[config.mk]
export PLATFORM = sky130hd
export DESIGN_NAME = battery_fault_aggregator_core
export DESIGN_NICKNAME = d
export VERILOG_FILES = /design/src/rtl/bfa_pkg.sv /design/src/rtl/battery_fault_aggregator_core.sv /design/src/rtl/bfa_cell_lane.sv /design/src/rtl/bfa_flow_unit.sv /design/src/rtl/bfa_merge.sv
export VERILOG_INCLUDE_DIRS = /design/src /design/src/rtl
export SDC_FILE = /design/constraint.sdc
export NUM_CORES = 2
export LEC_CHECK = 0
export BUFFER_PORTS_ARGS = -buffer_cell sky130_fd_sc_hd__buf_4
export CAP_MARGIN = 20
export CORE_MARGIN = 2
export CORE_UTILIZATION = 60
export DETAILED_ROUTE_END_ITERATION = 10
export PLACE_DENSITY = 0.81
export SYNTH_ARGS = -nofsm -noshare
export SYNTH_HDL_FRONTEND = slang
export SYNTH_SLANG_ARGS = --single-unit
export TNS_END_PERCENT = 50
[constraint.sdc]
create_clock -name aclk -period 11.8 [get_ports aclk]
set_input_delay 1.77 -clock aclk [delete_from_list [all_inputs] [get_ports aclk]]
set_output_delay 1.77 -clock aclk [all_outputs]
set_load 0.02 [all_outputs]
[src/rtl/assert_macros.svh]
// Assertion macros shared by the RTL files of the fault aggregator.
`ifndef ASSERT_MACROS_SVH
`define ASSERT_MACROS_SVH
`ifndef NO_ASSERTIONS
`define BFA_ASSERT(label, clk, rstn, prop, msg) \
    label: assert property (@(posedge clk) disable iff (!rstn) prop) else $error(msg);
`define BFA_ASSERT_NEXT(label, clk, rstn, pre, post, msg) \
    label: assert property (@(posedge clk) disable iff (!rstn) (pre) |=> (post)) \
        else $error(msg);
`else
`define BFA_ASSERT(label, clk, rstn, prop, msg)
`define BFA_ASSERT_NEXT(label, clk, rstn, pre, post, msg)
`endif
`endif

[src/rtl/bfa_pkg.sv]
// Types and constants of the battery fault aggregator.
package bfa_pkg;

    typedef struct packed {
        logic [4:0]         validity_bits;
        logic [4:0]         device_present;
        logic [7:0]         cell_states;
        logic [63:0]        cell_voltages_mv;
        logic [15:0]        cell_spread_mv;
        logic signed [23:0] flow_error_mw;
        logic signed [23:0] inverter_power_mw;
        logic [31:0]        now_ms;
        logic [1:0]         resistance_alarms;
        logic [23:0]        pack_resistance_uohm;
    } in_t;

    typedef struct packed {
        logic [13:0] fault_flags;
        logic [1:0]  severity;
    } out_t;

    typedef struct packed {
        logic [15:0] cell_overvoltage_mv;
        logic [15:0] cell_undervoltage_mv;
        logic [15:0] cell_imbalance_mv;
        logic [22:0] flow_tolerance_mw;
        logic [15:0] flow_tolerance_frac;
        logic [31:0] persist_ms;
    } cfg_t;

    typedef struct packed {
        logic tap;
        logic ov;
        logic uv;
    } cell_flags_t;

    typedef struct packed {
        logic [4:0]  validity_bits;
        logic [4:0]  device_present;
        cell_flags_t cells;
        logic        imbalance;
        logic        pack_r;
        logic        cell_r;
    } pre_flags_t;

    typedef struct packed {
        logic load;
        logic commit;
    } flow_ctl_t;

    localparam logic [2:0] REG_OV      = 3'd0;
    localparam logic [2:0] REG_UV      = 3'd1;
    localparam logic [2:0] REG_IMB     = 3'd2;
    localparam logic [2:0] REG_TOL_MW  = 3'd3;
    localparam logic [2:0] REG_TOL_FRC = 3'd4;
    localparam logic [2:0] REG_PERSIST = 3'd5;

    localparam logic [1:0] CELL_OK  = 2'd0;
    localparam logic [1:0] CELL_TAP = 2'd1;

    localparam logic [1:0] SEV_NORMAL  = 2'd0;
    localparam logic [1:0] SEV_WARNING = 2'd1;
    localparam logic [1:0] SEV_FAULT   = 2'd2;
    localparam logic [1:0] SEV_UNAVAIL = 2'd3;

    localparam int unsigned VB_PACKV   = 0;
    localparam int unsigned VB_BATTI   = 1;
    localparam int unsigned VB_INVI    = 2;
    localparam int unsigned VB_METRICS = 3;
    localparam int unsigned VB_FLOW    = 4;

    localparam int unsigned DP_ADC_A   = 0;
    localparam int unsigned DP_ADC_B   = 1;
    localparam int unsigned DP_CLIMATE = 2;
    localparam int unsigned DP_BMON    = 3;
    localparam int unsigned DP_IMON    = 4;

    localparam int unsigned FF_PACKV    = 0;
    localparam int unsigned FF_BATTI    = 1;
    localparam int unsigned FF_INVI     = 2;
    localparam int unsigned FF_ADC      = 3;
    localparam int unsigned FF_CELLMEAS = 4;
    localparam int unsigned FF_TAP      = 5;
    localparam int unsigned FF_OV       = 6;
    localparam int unsigned FF_UV       = 7;
    localparam int unsigned FF_IMB      = 8;
    localparam int unsigned FF_CLIMATE  = 9;
    localparam int unsigned FF_MONITOR  = 10;
    localparam int unsigned FF_PACKR    = 11;
    localparam int unsigned FF_CELLR    = 12;
    localparam int unsigned FF_FLOW     = 13;

    localparam logic [15:0] RST_OV      = 16'd3650;
    localparam logic [15:0] RST_UV      = 16'd2800;
    localparam logic [15:0] RST_IMB     = 16'd100;
    localparam logic [22:0] RST_TOL_MW  = 23'd5000;
    localparam logic [15:0] RST_TOL_FRC = 16'd6554;
    localparam logic [31:0] RST_PERSIST = 32'd10000;

endpackage

[src/rtl/battery_fault_aggregator_core.sv]
// An accepted transaction passes the first-stage registers, then the output register.
// Throughput: one transaction per cycle while the output is not stalled; the
// cell lanes run side by side, the tolerance multiply sits in the first stage, the
// flow timer updates in the second. Reset: configuration returns to defaults, flow
// timer and alarm clear, pipeline empties. No clearing pass.
`include "assert_macros.svh"
module battery_fault_aggregator_core #(
    parameter int unsigned CELL_COUNT = 4
) (
    input  logic             aclk,
    input  logic             aresetn,
    input  logic             s_valid,
    output logic             s_ready,
    input  bfa_pkg::in_t     s_payload,
    output logic             m_valid,
    input  logic             m_ready,
    output bfa_pkg::out_t    m_payload,
    input  logic             psel,
    input  logic             penable,
    input  logic             pwrite,
    input  logic [4:0]       paddr,
    input  logic [31:0]      pwdata,
    output logic [31:0]      prdata,
    output logic             pready
);

    bfa_pkg::cfg_t       cfg_reg;
    logic [2:0]          reg_idx;
    logic                cfg_wr;

    bfa_pkg::cell_flags_t lane_flags [CELL_COUNT];
    bfa_pkg::cell_flags_t cells_any;
    bfa_pkg::pre_flags_t  pre;
    bfa_pkg::pre_flags_t  pre_reg;
    logic                 s1_valid_reg;
    logic                 out_free;
    logic                 s1_move;
    logic                 accept;
    bfa_pkg::flow_ctl_t   flow_ctl;
    logic                 flow_alarm;
    bfa_pkg::out_t        merged;
    logic                 m_valid_reg;
    bfa_pkg::out_t        m_payload_reg;

    // APB configuration
    assign pready  = 1'b1;
    assign reg_idx = paddr[4:2];
    assign cfg_wr  = psel && penable && pwrite;

    always_ff @(posedge aclk) begin
        if (!aresetn) begin
            cfg_reg.cell_overvoltage_mv  <= bfa_pkg::RST_OV;
            cfg_reg.cell_undervoltage_mv <= bfa_pkg::RST_UV;
            cfg_reg.cell_imbalance_mv    <= bfa_pkg::RST_IMB;
            cfg_reg.flow_tolerance_mw    <= bfa_pkg::RST_TOL_MW;
            cfg_reg.flow_tolerance_frac  <= bfa_pkg::RST_TOL_FRC;
            cfg_reg.persist_ms           <= bfa_pkg::RST_PERSIST;
        end else if (cfg_wr) begin
            case (reg_idx)
                bfa_pkg::REG_OV:      cfg_reg.cell_overvoltage_mv  <= pwdata[15:0];
                bfa_pkg::REG_UV:      cfg_reg.cell_undervoltage_mv <= pwdata[15:0];
                bfa_pkg::REG_IMB:     cfg_reg.cell_imbalance_mv    <= pwdata[15:0];
                bfa_pkg::REG_TOL_MW:  cfg_reg.flow_tolerance_mw    <= pwdata[22:0];
                bfa_pkg::REG_TOL_FRC: cfg_reg.flow_tolerance_frac  <= pwdata[15:0];
                bfa_pkg::REG_PERSIST: cfg_reg.persist_ms           <= pwdata;
                default: ;
            endcase
        end
    end

    always_comb begin
        case (reg_idx)
            bfa_pkg::REG_OV:      prdata = {16'd0, cfg_reg.cell_overvoltage_mv};
            bfa_pkg::REG_UV:      prdata = {16'd0, cfg_reg.cell_undervoltage_mv};
            bfa_pkg::REG_IMB:     prdata = {16'd0, cfg_reg.cell_imbalance_mv};
            bfa_pkg::REG_TOL_MW:  prdata = {9'd0, cfg_reg.flow_tolerance_mw};
            bfa_pkg::REG_TOL_FRC: prdata = {16'd0, cfg_reg.flow_tolerance_frac};
            bfa_pkg::REG_PERSIST: prdata = cfg_reg.persist_ms;
            default:              prdata = 32'd0;
        endcase
    end

    // pipeline control
    assign out_free = !m_valid_reg || m_ready;
    assign s1_move  = s1_valid_reg && out_free;
    assign s_ready  = !s1_valid_reg || out_free;
    assign accept   = s_valid && s_ready;

    assign flow_ctl.load   = accept;
    assign flow_ctl.commit = s1_move;

    // cell lanes
    for (genvar i = 0; i < CELL_COUNT; i++) begin : g_lane
        bfa_cell_lane u_lane (
            .cell_state  (s_payload.cell_states[2*i +: 2]),
            .cell_mv     (s_payload.cell_voltages_mv[16*i +: 16]),
            .ov_limit_mv (cfg_reg.cell_overvoltage_mv),
            .uv_limit_mv (cfg_reg.cell_undervoltage_mv),
            .flags       (lane_flags[i])
        );
    end

    always_comb begin
        cells_any = '0;
        for (int i = 0; i < CELL_COUNT; i++) begin
            cells_any.tap = cells_any.tap | lane_flags[i].tap;
            cells_any.ov  = cells_any.ov  | lane_flags[i].ov;
            cells_any.uv  = cells_any.uv  | lane_flags[i].uv;
        end
    end

    always_comb begin
        pre.validity_bits  = s_payload.validity_bits;
        pre.device_present = s_payload.device_present;
        pre.cells          = cells_any;
        pre.imbalance      = s_payload.validity_bits[bfa_pkg::VB_METRICS]
                             && (s_payload.cell_spread_mv > cfg_reg.cell_imbalance_mv);
        pre.pack_r         = s_payload.resistance_alarms[0]
                             && (s_payload.pack_resistance_uohm != 24'd0);
        pre.cell_r         = s_payload.resistance_alarms[1];
    end

    always_ff @(posedge aclk) begin
        if (accept) begin
            pre_reg <= pre;
        end
    end

    always_ff @(posedge aclk) begin
        if (!aresetn) begin
            s1_valid_reg <= 1'b0;
        end else if (s_ready) begin
            s1_valid_reg <= s_valid;
        end
    end

    bfa_flow_unit u_flow (
        .aclk              (aclk),
        .aresetn           (aresetn),
        .ctl               (flow_ctl),
        .flow_error_mw     (s_payload.flow_error_mw),
        .inverter_power_mw (s_payload.inverter_power_mw),
        .now_ms            (s_payload.now_ms),
        .flow_ok           (s_payload.validity_bits[bfa_pkg::VB_FLOW]),
        .cfg               (cfg_reg),
        .flow_alarm        (flow_alarm)
    );

    bfa_merge u_merge (
        .pre        (pre_reg),
        .flow_alarm (flow_alarm),
        .result     (merged)
    );

    // output register
    always_ff @(posedge aclk) begin
        if (!aresetn) begin
            m_valid_reg <= 1'b0;
        end else if (out_free) begin
            m_valid_reg <= s1_valid_reg;
        end
    end

    always_ff @(posedge aclk) begin
        if (s1_move) begin
            m_payload_reg <= merged;
        end
    end

    assign m_valid   = m_valid_reg;
    assign m_payload = m_payload_reg;

    `BFA_ASSERT(a_ready_when_out_empty, aclk, aresetn, (!m_valid_reg |-> s_ready), "input stalled with empty output stage")
    `BFA_ASSERT_NEXT(a_accept_fills_s1, aclk, aresetn, (s_valid && s_ready), s1_valid_reg, "accepted transaction lost in first stage")
    `BFA_ASSERT(a_unavail_flags, aclk, aresetn, ((m_valid && m_payload.severity == bfa_pkg::SEV_UNAVAIL) |-> (m_payload.fault_flags[bfa_pkg::FF_PACKV] && m_payload.fault_flags[bfa_pkg::FF_BATTI] && m_payload.fault_flags[bfa_pkg::FF_INVI] && m_payload.fault_flags[bfa_pkg::FF_CELLMEAS])), "unavailable severity without its flags")

endmodule

[src/rtl/bfa_cell_lane.sv]
// One cell lane: tap fault and over/under-voltage checks for a single cell.
module bfa_cell_lane (
    input  logic [1:0]           cell_state,
    input  logic [15:0]          cell_mv,
    input  logic [15:0]          ov_limit_mv,
    input  logic [15:0]          uv_limit_mv,
    output bfa_pkg::cell_flags_t flags
);

    logic cell_ok;

    assign cell_ok   = (cell_state == bfa_pkg::CELL_OK);
    assign flags.tap = (cell_state == bfa_pkg::CELL_TAP);
    assign flags.ov  = cell_ok && (cell_mv > ov_limit_mv);
    assign flags.uv  = cell_ok && (cell_mv < uv_limit_mv);

endmodule

[src/rtl/bfa_flow_unit.sv]
// Power-flow mismatch check with persistence timer; multiply is registered.
module bfa_flow_unit (
    input  logic                    aclk,
    input  logic                    aresetn,
    input  bfa_pkg::flow_ctl_t      ctl,
    input  logic signed [23:0]      flow_error_mw,
    input  logic signed [23:0]      inverter_power_mw,
    input  logic [31:0]             now_ms,
    input  logic                    flow_ok,
    input  bfa_pkg::cfg_t           cfg,
    output logic                    flow_alarm
);

    logic [23:0] err_raw;
    logic [23:0] pow_raw;
    logic [23:0] err_abs;
    logic [23:0] pow_abs;
    logic [39:0] prod;

    logic [23:0] err_abs_reg;
    logic [39:0] prod_reg;
    logic [31:0] now_reg;
    logic        flow_ok_reg;

    logic [31:0] since_reg;
    logic [31:0] since_next;
    logic        alarm_reg;
    logic        alarm_next;

    logic [23:0] rel;
    logic [23:0] tol;
    logic        mismatch;
    logic [31:0] elapsed;

    assign err_raw = flow_error_mw;
    assign pow_raw = inverter_power_mw;
    assign err_abs = err_raw[23] ? (~err_raw + 24'd1) : err_raw;
    assign pow_abs = pow_raw[23] ? (~pow_raw + 24'd1) : pow_raw;
    assign prod    = {16'd0, pow_abs} * {24'd0, cfg.flow_tolerance_frac};

    always_ff @(posedge aclk) begin
        if (ctl.load) begin
            err_abs_reg <= err_abs;
            prod_reg    <= prod;
            now_reg     <= now_ms;
            flow_ok_reg <= flow_ok;
        end
    end

    assign rel      = prod_reg[39:16];
    assign tol      = (rel > {1'b0, cfg.flow_tolerance_mw}) ? rel : {1'b0, cfg.flow_tolerance_mw};
    assign mismatch = err_abs_reg > tol;

    always_comb begin
        since_next = 32'd0;
        alarm_next = 1'b0;
        elapsed    = 32'd0;
        if (flow_ok_reg && mismatch) begin
            since_next = (since_reg == 32'd0) ? now_reg : since_reg;
            elapsed    = now_reg - since_next;
            alarm_next = alarm_reg || (elapsed > cfg.persist_ms);
        end
    end

    always_ff @(posedge aclk) begin
        if (!aresetn) begin
            since_reg <= 32'd0;
            alarm_reg <= 1'b0;
        end else if (ctl.commit) begin
            since_reg <= since_next;
            alarm_reg <= alarm_next;
        end
    end

    assign flow_alarm = alarm_next;

endmodule

[src/rtl/bfa_merge.sv]
// Merge stage: assembles the fault flags and derives the severity.
module bfa_merge (
    input  bfa_pkg::pre_flags_t pre,
    input  logic                flow_alarm,
    output bfa_pkg::out_t       result
);

    logic [13:0] f;
    logic        any_fault;
    logic        any_warn;

    always_comb begin
        f = '0;
        f[bfa_pkg::FF_PACKV]    = !pre.validity_bits[bfa_pkg::VB_PACKV];
        f[bfa_pkg::FF_BATTI]    = !pre.validity_bits[bfa_pkg::VB_BATTI];
        f[bfa_pkg::FF_INVI]     = !pre.validity_bits[bfa_pkg::VB_INVI];
        f[bfa_pkg::FF_ADC]      = !pre.device_present[bfa_pkg::DP_ADC_A]
                                  && !pre.device_present[bfa_pkg::DP_ADC_B];
        f[bfa_pkg::FF_CELLMEAS] = f[bfa_pkg::FF_ADC]
                                  || !pre.validity_bits[bfa_pkg::VB_METRICS];
        f[bfa_pkg::FF_TAP]      = pre.cells.tap;
        f[bfa_pkg::FF_OV]       = pre.cells.ov;
        f[bfa_pkg::FF_UV]       = pre.cells.uv;
        f[bfa_pkg::FF_IMB]      = pre.imbalance;
        f[bfa_pkg::FF_CLIMATE]  = !pre.device_present[bfa_pkg::DP_CLIMATE];
        f[bfa_pkg::FF_MONITOR]  = !pre.device_present[bfa_pkg::DP_BMON]
                                  && !pre.device_present[bfa_pkg::DP_IMON];
        f[bfa_pkg::FF_PACKR]    = pre.pack_r;
        f[bfa_pkg::FF_CELLR]    = pre.cell_r;
        f[bfa_pkg::FF_FLOW]     = flow_alarm;

        any_fault = f[bfa_pkg::FF_PACKV] || f[bfa_pkg::FF_BATTI] || f[bfa_pkg::FF_INVI]
                    || f[bfa_pkg::FF_CELLMEAS] || f[bfa_pkg::FF_TAP] || f[bfa_pkg::FF_OV]
                    || f[bfa_pkg::FF_UV] || f[bfa_pkg::FF_PACKR] || f[bfa_pkg::FF_CELLR]
                    || f[bfa_pkg::FF_FLOW];
        any_warn  = f[bfa_pkg::FF_IMB] || f[bfa_pkg::FF_CLIMATE] || f[bfa_pkg::FF_MONITOR];

        result.fault_flags = f;
        if (f[bfa_pkg::FF_PACKV] && f[bfa_pkg::FF_BATTI] && f[bfa_pkg::FF_INVI]
            && f[bfa_pkg::FF_CELLMEAS]) begin
            result.severity = bfa_pkg::SEV_UNAVAIL;
        end else if (any_fault) begin
            result.severity = bfa_pkg::SEV_FAULT;
        end else if (any_warn) begin
            result.severity = bfa_pkg::SEV_WARNING;
        end else begin
            result.severity = bfa_pkg::SEV_NORMAL;
        end
    end

endmodule

==> reports/summary.txt <==
Area contributors post-synth: fa_1, ha_1, edfxtp_1, dfxtp_1, nand2_1
fmax: 105 MHz
Nets: 4457
Crit. End Element: register
Clock Tree Root: clkbuf_16
Post-CTS Hold Buffers: 0
Post-synth ARST share: 0%
drt first pass iters: 6
Reg2Reg Depth: 20
IO buf count: 295
fin crit share: 81.0%
Area Growth Syn to Fin: 13.5%
chip width: 226 um
placed instance area: 0.0325 sq mm
drt wl/cell: 19.8 um
outcome: finished clean
design area: 0.0335 sq mm
Starting Density: 60.5%
max reg flops: 119
critical path required time: 12.10 ns
CTS sink count: 266
post-layout min period: 9.55 ns
GRT Total Usage: 33.5%
crit-path max cell delay: 0.60 ns
Worst Max-Slew Pin Slew: 1.14 ns
initial antenna violation count: 2
area fraction of the dominant cell type after synthesis: 20.8%
final count of hold timing violations: 0
FF-to-FF setup slack: 4.59 ns
H-tree depth: 1
Synth area leader: fa_1
FF+latch area: 0.00645 sq mm
largest net degree at the start of global routing: 112
critical path class: input pin to register
Core Region: 0.0487 sq mm
commonest non-fill, non-tap cell in the layout: nand2_1
Synthesis Warnings: 0
Max rail drop VDD: 0.000372 V
Endpoint, Worst Hold: m_payload[14]
total CTS buffers: 28
CTS tree: built
clock transition at the registers of the reported paths: 0.06 ns
syn_area_per_cell: 8.92 sq um
Final Max Slew Viols: 0
Slowest-stage cell, CP: or4_1
placed instance count: 4172
Vias: 24946
ys flop type: dfxtp_1
Cells after Synth: 3308
footprint of the multi-input gates: 0.0210 sq mm
Die Ht: 226 um
share of cells above drive strength 1: 12.1%
final wirelength: 84000 um
via density per instance: 5.90
global placement routability congestion: 0.972
clk_lat worst skew: 0.59 ns
Post-CTS Repair Setup Buffers: 0
Top cell by count, worst path: fa_1
count of different cell masters after synthesis: 73
LEAKAGE: 15.5 nW
hold path depth: 0
number of global-route vias before repair: 25472
worst-case clock buffer depth: 3
pre-CTS setup slack: 1.71 ns
global route total overflow: 0
Setup crit start kind: input pin
Power Dens Cells: 221 mW/mm^2
critical hold path startpoint: pre_reg[0]
FF-to-FF Start: cfg_reg[39]
worst min path class: register to register
post-route insts no fill: 4230
Hold Slack: 0.445 ns
fraction of the yosys area taken by sequential cells: 21.8%
Worst slew margin: 23.7%
Critical R2R Capture: u_flow.prod_reg[34]
maximum capacitance violations: 0
DIE AREA: 0.0510 sq mm
RSZ-0062 raised after global routing: false
Layout fillers: 3866
drc violations: 0
Synth Register Bits: 266
Syn Nets: 4223
post-CTS resize count: 0
Syn Std Cell Area: 0.0295 sq mm
HPWL Detailed: 64700 um
most frequent cells in the layout: nand2_1, inv_1, ha_1, buf_4, fa_1
critical path peak fanout: 16
num ports: 299
Core Rows: 81
# setup viols final: 0
first-pass GRT wire length: 134000 um
clk_skew: 0.0397 ns
final setup margin: 2.25 ns
initial DRC count: 2053
post-route ant nets: 0
CP arrival: 9.86 ns
Setup TNS: 0 ns
number of synthesized flops with an enable pin: 112
-- worst max-delay path: cells and delay by family --
| kind | cells | cell delay (ns) |
|---|---|---|
| fa+ha+maj | 7 | 3.49 |
| simple gates | 4 | 1.37 |
| xor+xnor | 2 | 0.50 |
| buf+inv | 5 | 0.36 |
| compound gates | 8 | 2.34 |
-- worst max-delay path by stage --
stage / from / endpoint / slack [ns] / cells after the start
after floorplan: s_payload[69] / u_flow.prod_reg[34] / 2.84 / 25
after global placement: s_payload[69] / u_flow.prod_reg[34] / 1.87 / 26
after detailed placement: s_payload[69] / u_flow.prod_reg[34] / 1.71 / 26
after CTS: s_payload[69] / u_flow.prod_reg[34] / 2.30 / 26
after global routing: s_payload[63] / u_flow.prod_reg[34] / 1.82 / 27
final: s_payload[69] / u_flow.prod_reg[34] / 2.25 / 26
-- per-layer routing --
layer	GRT usage (%)	routed length [um]	vias up
li1	-	-	11501
met1	43.0	33100	12067
met2	55.8	39600	1109
met3	5.79	7270	267
met4	14.4	3910	2
met5	0	37	-
-- cell families (layout without fill, tap and decap cells) --
| kind of cell | after synthesis | in the layout | synth area share [%] |
|---|---|---|---|
| AOI/OAI and AO/OA | 625 | 625 | 14.0 |
| xor gates and xnor gates | 95 | 95 | 2.82 |
| adders and majority gates | 667 | 667 | 36.1 |
| buffers and inverters | 602 | 858 | 7.67 |
| DFF | 266 | 266 | 21.8 |
| muxes | 25 | 25 | 0.852 |
| other | 1 | 3 | 0.0127 |
| and+or+nand+nor | 1027 | 1027 | 16.7 |
-- synth_stat cells (5+ instances only) --
| cell | instances |
|---|---|
| nand2_1 | 541 |
| inv_1 | 473 |
| ha_1 | 361 |
| fa_1 | 306 |
| and2_1 | 171 |
| dfxtp_1 | 154 |
| a21oi_1 | 141 |
| clkbuf_1 | 124 |
| o21ai_0 | 121 |
| edfxtp_1 | 112 |
| a21boi_0 | 97 |
| xnor2_1 | 78 |
| nor2_1 | 64 |
| a21o_1 | 59 |
| a22oi_1 | 51 |
| nand4_1 | 47 |
| nand3_1 | 41 |
| nor2b_1 | 37 |
| o211ai_1 | 33 |
| nor3_1 | 29 |
| mux2i_1 | 24 |
| nor4_1 | 22 |
| a211oi_1 | 19 |
| o21a_1 | 17 |
| o31ai_1 | 17 |
| xor2_1 | 17 |
| nand2b_1 | 15 |
| and3_1 | 10 |
| o21bai_1 | 10 |
| a22o_1 | 9 |
| nor3b_1 | 9 |
| o41ai_1 | 8 |
| or4_1 | 8 |
| a31oi_1 | 7 |
| or2_2 | 5 |
-- metrics by stage --
| step | utilization, % | power, mW |
|---|---|---|
| detailed placement | 66.6 | 6.42 |
| CTS | 68.5 | 7.35 |
| finish | 68.7 | 7.39 |
| global placement | 66.6 | 6.27 |
| floorplan | - | 5.18 |
| global route | 68.7 | 8.09 |
-- where the power goes --
group / leakage (nW) / switching [mW] / internal, mW
Sequential: 2.33 / 0.0526 / 1.21
Combinational: 12.7 / 3.06 / 2.17
Clock: 0.468 / 0.391 / 0.500
Total: 15.5 / 3.51 / 3.88
-- area by class of cell --
| cell class | instances | share of cell area [%] |
|---|---|---|
| Sequential cell | 266 | 19.2 |
| Clock buffer | 34 | 2.35 |
| Multi-Input combinational cell | 2440 | 62.5 |
| Inverter | 473 | 5.30 |
| Antenna cell | 2 | 0.0149 |
| Tap cell | 664 | 2.48 |
| Clock inverter | 18 | 0.444 |
| Timing Repair Buffer | 333 | 7.62 |
No activity file was read; power rests on OpenSTA's default activity.
